File: src/pfgs_pkg.sv
// pfgs_pkg: shared widths, codes, command/status types and constant tables
// for the potential-field grid stepper; no dependencies
`timescale 1ns / 1ps
`default_nettype none

package pfgs_pkg;

	// payload widths fixed by the interface
	localparam int XYW    = 6;
	localparam int REQW   = 2;
	localparam int SLOTW  = 3;
	localparam int DIRW   = 3;
	localparam int STW    = 3;
	localparam int CNTRW  = 3;
	localparam int RADW   = 14;
	localparam int CFG_IW = 2;
	localparam int CFG_DW = 14;

	// fixed-point widths: Q8.40 potential, 42-bit attraction numerator
	localparam int PTW = 49;
	localparam int QW  = 42;
	localparam int RW  = 41;

	localparam logic [QW-1:0]  ATTR_NUM = 42'd2748779069440;
	localparam logic [PTW-1:0] GOAL_POT = 49'h1_8000_0000_0000;

	// request codes
	localparam logic [REQW-1:0] REQ_STEP    = 2'd0;
	localparam logic [REQW-1:0] REQ_RESTART = 2'd1;
	localparam logic [REQW-1:0] REQ_OBST    = 2'd2;

	// result status codes
	localparam logic [STW-1:0] ST_MOVED   = 3'd0;
	localparam logic [STW-1:0] ST_ON_GOAL = 3'd1;
	localparam logic [STW-1:0] ST_AT_GOAL = 3'd2;
	localparam logic [STW-1:0] ST_STUCK   = 3'd3;
	localparam logic [STW-1:0] ST_ACK     = 3'd4;

	// configuration register indexes
	localparam logic [CFG_IW-1:0] CFG_GOAL_X = 2'd0;
	localparam logic [CFG_IW-1:0] CFG_GOAL_Y = 2'd1;
	localparam logic [CFG_IW-1:0] CFG_OBS_N  = 2'd2;
	localparam logic [CFG_IW-1:0] CFG_RADIUS = 2'd3;

	// configuration reset values
	localparam logic [XYW-1:0]   RST_GOAL   = 6'd63;
	localparam logic [CNTRW-1:0] RST_OBS_N  = 3'd6;
	localparam logic [RADW-1:0]  RST_RADIUS = 14'd25;

	// datapath operations issued by the controller
	typedef enum logic [3:0] {
		OP_NONE,
		OP_LOAD,
		OP_CLEAR,
		OP_VIS_RD,
		OP_MARK,
		OP_BLK,
		OP_NB,
		OP_DIV,
		OP_REP,
		OP_PICK,
		OP_EMIT_ACK,
		OP_EMIT_GOAL,
		OP_FIN
	} dp_op_t;

	typedef struct packed {
		dp_op_t op;
		logic   cnt_clr;
		logic   mark;
	} dp_cmd_t;

	typedef struct packed {
		logic [REQW-1:0] req;
		logic            at_goal;
		logic            cnt_done;
		logic            no_obs;
		logic            nb_open;
		logic            nb_goal;
		logic            nb_last;
	} dp_sts_t;

	// neighbor offsets: 0 E, 1 NE, 2 N, 3 NW, 4 W, 5 SW, 6 S, 7 SE
	function automatic logic signed [1:0] dir_dx(input logic [DIRW-1:0] k);
		logic signed [1:0] r;
		unique case (k)
			3'd0, 3'd1, 3'd7: r = 2'sd1;
			3'd2, 3'd6:       r = 2'sd0;
			default:          r = -2'sd1;
		endcase
		return r;
	endfunction

	function automatic logic signed [1:0] dir_dy(input logic [DIRW-1:0] k);
		logic signed [1:0] r;
		unique case (k)
			3'd1, 3'd2, 3'd3: r = 2'sd1;
			3'd0, 3'd4:       r = 2'sd0;
			default:          r = -2'sd1;
		endcase
		return r;
	endfunction

	// repulsion for squared distances up to nine
	function automatic logic [RW-1:0] rep_lookup(input logic [3:0] r2);
		logic [RW-1:0] r;
		unique case (r2)
			4'd1:    r = 41'd1221679586418;
			4'd2:    r = 41'd384022551335;
			4'd4:    r = 41'd76354974151;
			4'd5:    r = 41'd35648129906;
			4'd8:    r = 41'd1123840290;
			default: r = '0;
		endcase
		return r;
	endfunction

endpackage

`default_nettype wire

File: src/pfgs_ctrl.sv
// pfgs_ctrl: sequencer for clearing, restart, obstacle writes and steps;
// owns the input ready and result valid; depends on pfgs_pkg
`timescale 1ns / 1ps
`default_nettype none

module pfgs_ctrl (
	input  wire logic              clk,
	input  wire logic              arst_n,
	input  wire logic              in_valid,
	output logic                   in_ready,
	output logic                   out_valid,
	input  wire logic              out_ready,
	output pfgs_pkg::dp_cmd_t      cmd,
	input  wire pfgs_pkg::dp_sts_t sts
);

	typedef enum logic [3:0] {
		S_CLR,
		S_IDLE,
		S_ACK,
		S_GOAL,
		S_VRD,
		S_MARK,
		S_BLK,
		S_NB,
		S_NBDEC,
		S_DIV,
		S_REP,
		S_PICK,
		S_FIN
	} state_t;

	state_t state_q;
	logic   out_valid_q;
	logic   mark_q;
	logic   out_free;
	logic   accept;

	assign out_free = !out_valid_q || out_ready;
	assign in_ready = (state_q == S_IDLE);
	assign accept = in_valid && in_ready;
	assign out_valid = out_valid_q;

	// command decode
	always_comb begin
		cmd.op = pfgs_pkg::OP_NONE;
		cmd.cnt_clr = 1'b0;
		cmd.mark = mark_q;
		unique case (state_q)
			S_CLR:   cmd.op = pfgs_pkg::OP_CLEAR;
			S_IDLE: begin
				if (accept) begin
					cmd.op = pfgs_pkg::OP_LOAD;
					cmd.cnt_clr = 1'b1;
				end
			end
			S_ACK:   cmd.op = out_free ? pfgs_pkg::OP_EMIT_ACK : pfgs_pkg::OP_NONE;
			S_GOAL:  cmd.op = out_free ? pfgs_pkg::OP_EMIT_GOAL : pfgs_pkg::OP_NONE;
			S_VRD:   cmd.op = pfgs_pkg::OP_VIS_RD;
			S_MARK:  cmd.op = pfgs_pkg::OP_MARK;
			S_BLK:   cmd.op = pfgs_pkg::OP_BLK;
			S_NB:    cmd.op = pfgs_pkg::OP_NB;
			S_NBDEC: cmd.cnt_clr = 1'b1;
			S_DIV:   cmd.op = pfgs_pkg::OP_DIV;
			S_REP:   cmd.op = pfgs_pkg::OP_REP;
			S_PICK:  cmd.op = pfgs_pkg::OP_PICK;
			S_FIN:   cmd.op = out_free ? pfgs_pkg::OP_FIN : pfgs_pkg::OP_NONE;
			default: cmd.op = pfgs_pkg::OP_NONE;
		endcase
	end

	// state and registered outputs
	always_ff @(posedge clk or negedge arst_n) begin
		if (!arst_n) begin
			state_q <= S_CLR;
			out_valid_q <= 1'b0;
			mark_q <= 1'b0;
		end else begin
			if (out_valid_q && out_ready) begin
				out_valid_q <= 1'b0;
			end
			unique case (state_q)
				S_CLR: begin
					if (sts.cnt_done) begin
						state_q <= mark_q ? S_ACK : S_IDLE;
						mark_q <= 1'b0;
					end
				end
				S_IDLE: begin
					if (accept) begin
						if (sts.req == pfgs_pkg::REQ_RESTART) begin
							state_q <= S_CLR;
							mark_q <= 1'b1;
						end else if (sts.req == pfgs_pkg::REQ_STEP) begin
							state_q <= sts.at_goal ? S_GOAL : S_VRD;
						end else begin
							state_q <= S_ACK;
						end
					end
				end
				S_ACK, S_GOAL, S_FIN: begin
					if (out_free) begin
						out_valid_q <= 1'b1;
						state_q <= S_IDLE;
					end
				end
				S_VRD: begin
					if (sts.cnt_done) begin
						state_q <= S_MARK;
					end
				end
				S_MARK:  state_q <= sts.no_obs ? S_NB : S_BLK;
				S_BLK: begin
					if (sts.cnt_done) begin
						state_q <= S_NB;
					end
				end
				S_NB:    state_q <= S_NBDEC;
				S_NBDEC: state_q <= (!sts.nb_open || sts.nb_goal) ? S_PICK : S_DIV;
				S_DIV: begin
					if (sts.cnt_done) begin
						state_q <= sts.no_obs ? S_PICK : S_REP;
					end
				end
				S_REP: begin
					if (sts.cnt_done) begin
						state_q <= S_PICK;
					end
				end
				S_PICK:  state_q <= sts.nb_last ? S_FIN : S_NB;
				default: state_q <= S_IDLE;
			endcase
		end
	end

	// a restart always runs the clearing pass
	a_restart_clr: assert property (@(posedge clk) disable iff (!arst_n)
		(accept && sts.req == pfgs_pkg::REQ_RESTART) |=> (state_q == S_CLR))
		else $error("restart did not start clearing pass");

	// results are loaded only into a free output register
	a_emit_free: assert property (@(posedge clk) disable iff (!arst_n)
		(cmd.op == pfgs_pkg::OP_FIN || cmd.op == pfgs_pkg::OP_EMIT_ACK
		|| cmd.op == pfgs_pkg::OP_EMIT_GOAL) |-> out_free)
		else $error("result overwritten before transfer");

	// a new step away from the goal starts from the row reads
	a_step_rows: assert property (@(posedge clk) disable iff (!arst_n)
		(accept && sts.req == pfgs_pkg::REQ_STEP && !sts.at_goal) |=> (state_q == S_VRD))
		else $error("step did not start with row reads");

endmodule

`default_nettype wire

File: config.mk
export PLATFORM = sky130hd
export DESIGN_NAME = pfgs_ctrl
export DESIGN_NICKNAME = d
export VERILOG_FILES = /design/src/pfgs_pkg.sv /design/src/pfgs_ctrl.sv
export SDC_FILE = /design/constraint.sdc
export NUM_CORES = 1
export LEC_CHECK = 0
export ABC_AREA = 1
export BUFFER_PORTS_ARGS = -buffer_cell sky130_fd_sc_hd__buf_4
export CORE_AREA = 2 2 44 46
export CTS_CLUSTER_DIAMETER = 80
export DETAILED_ROUTE_END_ITERATION = 6
export DIE_AREA = 0 0 46 48
export HOLD_SLACK_MARGIN = 0.06
export SLEW_MARGIN = 20
export SYNTH_ARGS = -nofsm -noshare
export SYNTH_HDL_FRONTEND = slang
export SYNTH_SLANG_ARGS = --single-unit
export TNS_END_PERCENT = 50
File: constraint.sdc
create_clock -name clk -period 2.75 [get_ports clk]
set_clock_uncertainty 0.15 [all_clocks]
set_input_delay 0 -clock clk [delete_from_list [all_inputs] [get_ports clk]]
set_output_delay 0 -clock clk [all_outputs]
set_load 0.1 [all_outputs]
After elaboration in Yosys (flattened, before gate mapping)

Index checks and enable logic that the tools add are counted.

Equal/unequal tests: 21
Multiplexer cells: 29
Reduce and logical (&&, ||, !) cells: 12

Operators by type and width:

| cell                 | number |
|---|---|
| $pmux W4 S12         | 1 |
| $mux W4              | 11 |
| $pmux W4 S11         | 1 |
| $eq A4 B4 Y1 const B | 5 |
| $eq A4 B3 Y1 const B | 4 |
| $ne A2 B2 Y1 const B | 6 |
| $mux W3              | 3 |
| $eq A4 B2 Y1 const B | 2 |
| $mux W1              | 8 |
| $reduce_and A7 Y1    | 1 |
| $mux W2              | 3 |
| $eq A4 B1 Y1 const B | 1 |
| $logic_not A4 Y1     | 1 |
| $ne A2 B1 Y1 const B | 2 |
| $pmux W1 S2          | 2 |
| $reduce_and A4 Y1    | 1 |
| $reduce_or A3 Y1     | 1 |
| $eq A2 B1 Y1 const B | 1 |
| $logic_and A1 B1 Y1  | 2 |
| $logic_not A1 Y1     | 2 |
| $logic_not A2 Y1     | 1 |
| $logic_or A1 B1 Y1   | 2 |
| $reduce_bool A2 Y1   | 1 |

Output and inout port bits: 8
Register bits after elaboration: 6
Logic and storage cells: 65
Bits of input ports: 12

Longest topological paths before layout

Depth in word-level cells: 5
Mapped depth: 10
Mapped depth without buffers: 10

Least setup slack after synthesis

Ideal clock, no wire load.

Kind: reg2out
Start point: register out_valid_q (netlist: out_valid)
End point: output cmd[3] in the netlist's numbering
Data required time: 2600 ps
Path slack: 371 ps
Cell stages (with the launch flop): 6
Buffers on the path: 0
Arrival: 2229 ps
Cells stage by stage: dfrtp_1 > inv_1 > nor2_1 > inv_1 > nand3_1 > nand4_1

RTL lines:

| item                   | line             | text |
|---|---|---|
| start, declared        | pfgs_ctrl.sv:34  | `logic out_valid_q;` |
| start signal, assigned | pfgs_ctrl.sv:76  | `out_valid_q <= 1'b0;` |
| start signal, assigned | pfgs_ctrl.sv:80  | `out_valid_q <= 1'b0;` |
| start signal, assigned | pfgs_ctrl.sv:103 | `out_valid_q <= 1'b1;` |
| end, declared          | pfgs_ctrl.sv:13  | `output pfgs_pkg::dp_cmd_t cmd,` |

Final worst setup path

Start point: register state_q[2]
End point: register mark_q

Word-level cells in the longest chain between the ends: 4
Elaborated cells on any way between the ends: 9
Classes of those cells: eq/ne: 4; mux: 1; reduce/logical: 4

Ends and longest elaborated chain:

| item                               | line                             | text |
|---|---|---|
| start, declared                    | pfgs_ctrl.sv:33                  | `state_t state_q;` |
| start signal, assigned             | pfgs_ctrl.sv:85                  | `state_q <= mark_q ? S_ACK : S_IDLE;` |
| start signal, assigned             | pfgs_ctrl.sv:95                  | `state_q <= sts.at_goal ? S_GOAL : S_VRD;` |
| start signal, assigned             | pfgs_ctrl.sv:112                 | `S_MARK: state_q <= sts.no_obs ? S_NB : S_BLK;` |
| $eq A4 B1 Y1                       | pfgs_ctrl.sv:40, pfgs_ctrl.sv:82 |  |
| $logic_and A1 B1 Y1                | pfgs_ctrl.sv:41                  | `assign accept = in_valid && in_ready;` |
| $ne A2 B1 Y1 (no source line)      | -                                |  |
| $reduce_and A4 Y1 (no source line) | -                                |  |
| end signal, assigned               | pfgs_ctrl.sv:77                  | `mark_q <= 1'b0;` |
| end signal, assigned               | pfgs_ctrl.sv:86                  | `mark_q <= 1'b0;` |
| end signal, assigned               | pfgs_ctrl.sv:93                  | `mark_q <= 1'b1;` |
| end, declared                      | pfgs_ctrl.sv:35                  | `logic mark_q;` |

Several ways; a longest one is shown, not always the timed one.
A chain may end at the register's enable or synchronous reset.

==> results.sh <==
export IMPL_cts_max_path_buffers=2
export IMPL_grt_ovfl_total=0
export IMPL_port_buffers=19
export IMPL_gp_congestion=0.920
export IMPL_grt_start_max_net_pins=11
export IMPL_chipWidth_um=46
export IMPL_clk_pin_slew_worst_paths_ns=0.04
export IMPL_finalNetCount=159
export IMPL_drive_above_1_share=0.290
export IMPL_finalSetupViolCount=0
export IMPL_worst_r2r_path_depth=7
export IMPL_fmax_ghz=0.404
export IMPL_cts_root_buf="clkbuf_4"
export IMPL_avgSynthCellArea_um2=5.79
export IMPL_synth_ff_type="dfrtp_1"
export IMPL_status="finished, final reports clean"
export IMPL_ys_warn_count=0
export IMPL_critPathCaptureType="flip-flop"
export IMPL_io_pins=20
export IMPL_grt_first_pass_wirelength_um=2970
export IMPL_worstSetupPathType="flip-flop to flip-flop"
export IMPL_crit_path_start="state_q[2]$_DFFE_PN0P_"
export IMPL_hold_viol=0
export IMPL_drt_iter0_markers=23
export IMPL_synth_most_common_cell="nand2_1"
export IMPL_cp_start_kind="flip-flop"
export IMPL_cp_slowest_stage_delay_ns=0.55
export IMPL_fp_coreArea_um2=1690
export IMPL_crit_end="mark_q$_DFFE_PN0P_"
export IMPL_synthesis_nets=128
export IMPL_rsz0062_at_grt="false"
export IMPL_min_period_ns=2.47
export IMPL_cp_depth=7
export IMPL_arrival_ns=2.51
export IMPL_crit_chain="nor2_2, nand2_1, inv_2, nand3_1, dlygate4sd3_1, o21ai_1, dlygate4sd3_1"
export IMPL_synthDominantCellAreaShare=0.223
export IMPL_slowest_stage="dlygate4sd3_1"
export IMPL_ys_ff_latch=6
export IMPL_diodes=0
export IMPL_dieArea_um2=2210
export IMPL_vias_per_cell=5.07
export IMPL_maxSlewViolCount=0
export IMPL_async_flop_share=1.00
export IMPL_clk_latency_ns=0.25
export IMPL_route_detailed_drc=0
export IMPL_max_cap_viol_count=0
export IMPL_reg2reg_setup_slack_ns=0.28
export IMPL_cts_htree_levels=1
export IMPL_r2r_start="state_q[2]$_DFFE_PN0P_"
export IMPL_holdCritPathClass="input pin to flip-flop"
export IMPL_yosys_area_top_type="dfrtp_1"
export IMPL_synth_common_cells="nand2_1, inv_1, nor2_1"
export IMPL_drtPass1Iterations=5
export IMPL_ant_nets=0
export IMPL_r2r_end="mark_q$_DFFE_PN0P_"
export IMPL_start_util=0.398
export IMPL_netlist_top_cells_area="dfrtp_1, nand2_1, nand3_1"
export IMPL_num_vias=822
export IMPL_fin_tns_setup_ns=0
export IMPL_syn_instance_count=116
export IMPL_path_buf_inv=3
export IMPL_syn_to_final_growth_pct=38.4
export IMPL_routed_wl_um=1880
export IMPL_min_period_over_period=0.900
export IMPL_clkSinkCount=6
export IMPL_crit_required_ns=2.79
export IMPL_track_usage=0.193
export IMPL_synth_cell_type_count=21
export IMPL_tightest_slew_ns=0.395
export IMPL_critPathMostFrequentCell="dlygate4sd3_1"
export IMPL_grt_pass1_vias=723
export IMPL_yosysSeqAreaShare=0.223
export IMPL_cts_buffers=3
export IMPL_fp_dieH_um=48
export IMPL_synth_area_um2=672
export IMPL_path_max_fanout=8
export IMPL_dp_hpwl_um=1500
export IMPL_cts_resized=0
export IMPL_wire_per_inst_um=11.6
export IMPL_antenna_found_initial=0
export IMPL_cts_tree="done"
export IMPL_fp_row_count=15
export IMPL_slew_headroom=0.737
export IMPL_crit_family="buffers and inverters"
export IMPL_synth_edf_count=0
[registers in the layout, indices dropped and copies added (netlist names)]
register   flops
state_q        4
mark_q         1
out_valid      1
[cell type report]
cell class / count / area [um2]
inverters: 20 / 75.1
repair buffers: 28 / 233
multi-input cells: 88 / 428
flip-flops and latches: 6 / 150
fillers: 173 / 759
well taps: 17 / 21.3
clock buffers: 3 / 22.5
[per-layer routing]
metal	global-route usage	wire length (um)
met1	0.242	878
met5	0	0
met2	0.317	828
met3	0.0792	164
met4	0.0343	5
[through the flow]
stage / setup WS [ns] / hold WS, ns / std cells / instance area (um2) / utilization
2_1_floorplan: 0.371 / -0.446 / 116 / 672 / -
3_5_place_dp: 1.16 / -0.337 / 150 / 817 / 0.484
3_3_place_gp: 1.17 / -0.338 / 150 / 817 / 0.484
4_1_cts: 0.266 / 0.0804 / 162 / 930 / 0.550
6_report: 0.275 / 0.0746 / 162 / 930 / 0.550
5_1_grt: 0.0858 / 0.0991 / 162 / 930 / 0.550
[cell families (layout without fill, tap and decap cells)]
group                  count (synthesis)  in the layout  share of synthesized area
AO/OA/AOI/OAI                         11             11                     0.0912
AND/OR/NAND/NOR                       77             77                      0.546
buffers and inverters                 22             51                      0.140
flip-flops                             6              6                      0.223
[worst register-to-register path, cell delays in order (launching register included)]
cell	delay (ns)
dfrtp_1	0.46
nor2_2	0.29
nand2_1	0.15
inv_2	0.09
nand3_1	0.06
dlygate4sd3_1	0.55
o21ai_1	0.10
dlygate4sd3_1	0.55
[worst min path at each step]
stage | startpoint | to | slack, ns | cells past startpoint
CTS | sts[4] | state_q[2]$_DFFE_PN0P_ | 0.08 | 5
detailed placement | arst_n | state_q[3]$_DFFE_PN0P_ | -0.34 | 1
global placement | arst_n | mark_q$_DFFE_PN0P_ | -0.34 | 1
floorplan | arst_n | mark_q$_DFFE_PN0P_ | -0.45 | 0
finish | sts[4] | state_q[2]$_DFFE_PN0P_ | 0.07 | 5
global route | sts[4] | state_q[2]$_DFFE_PN0P_ | 0.1 | 5
[placed cells by master, fill, tap and decap left out, drive strengths merged, types with 6 or more instances in the layout]
master / synthesis / routed
nand2: 44 / 44
buf: 2 / 19
inv: 19 / 19
nor2: 16 / 16
nand3: 11 / 11
dlygate4sd3: 0 / 9
o21ai: 7 / 7
dfrtp: 6 / 6
[repair_timing]
action | CTS | global route
hold buffers | 9 | 0
buffers inserted | 0 | 0
hold endpoints to repair | 10 | 0
Power is left out: the tool's default activity adds up to more than one toggle a clock period on the data nets, which glitch-free logic cannot reach.
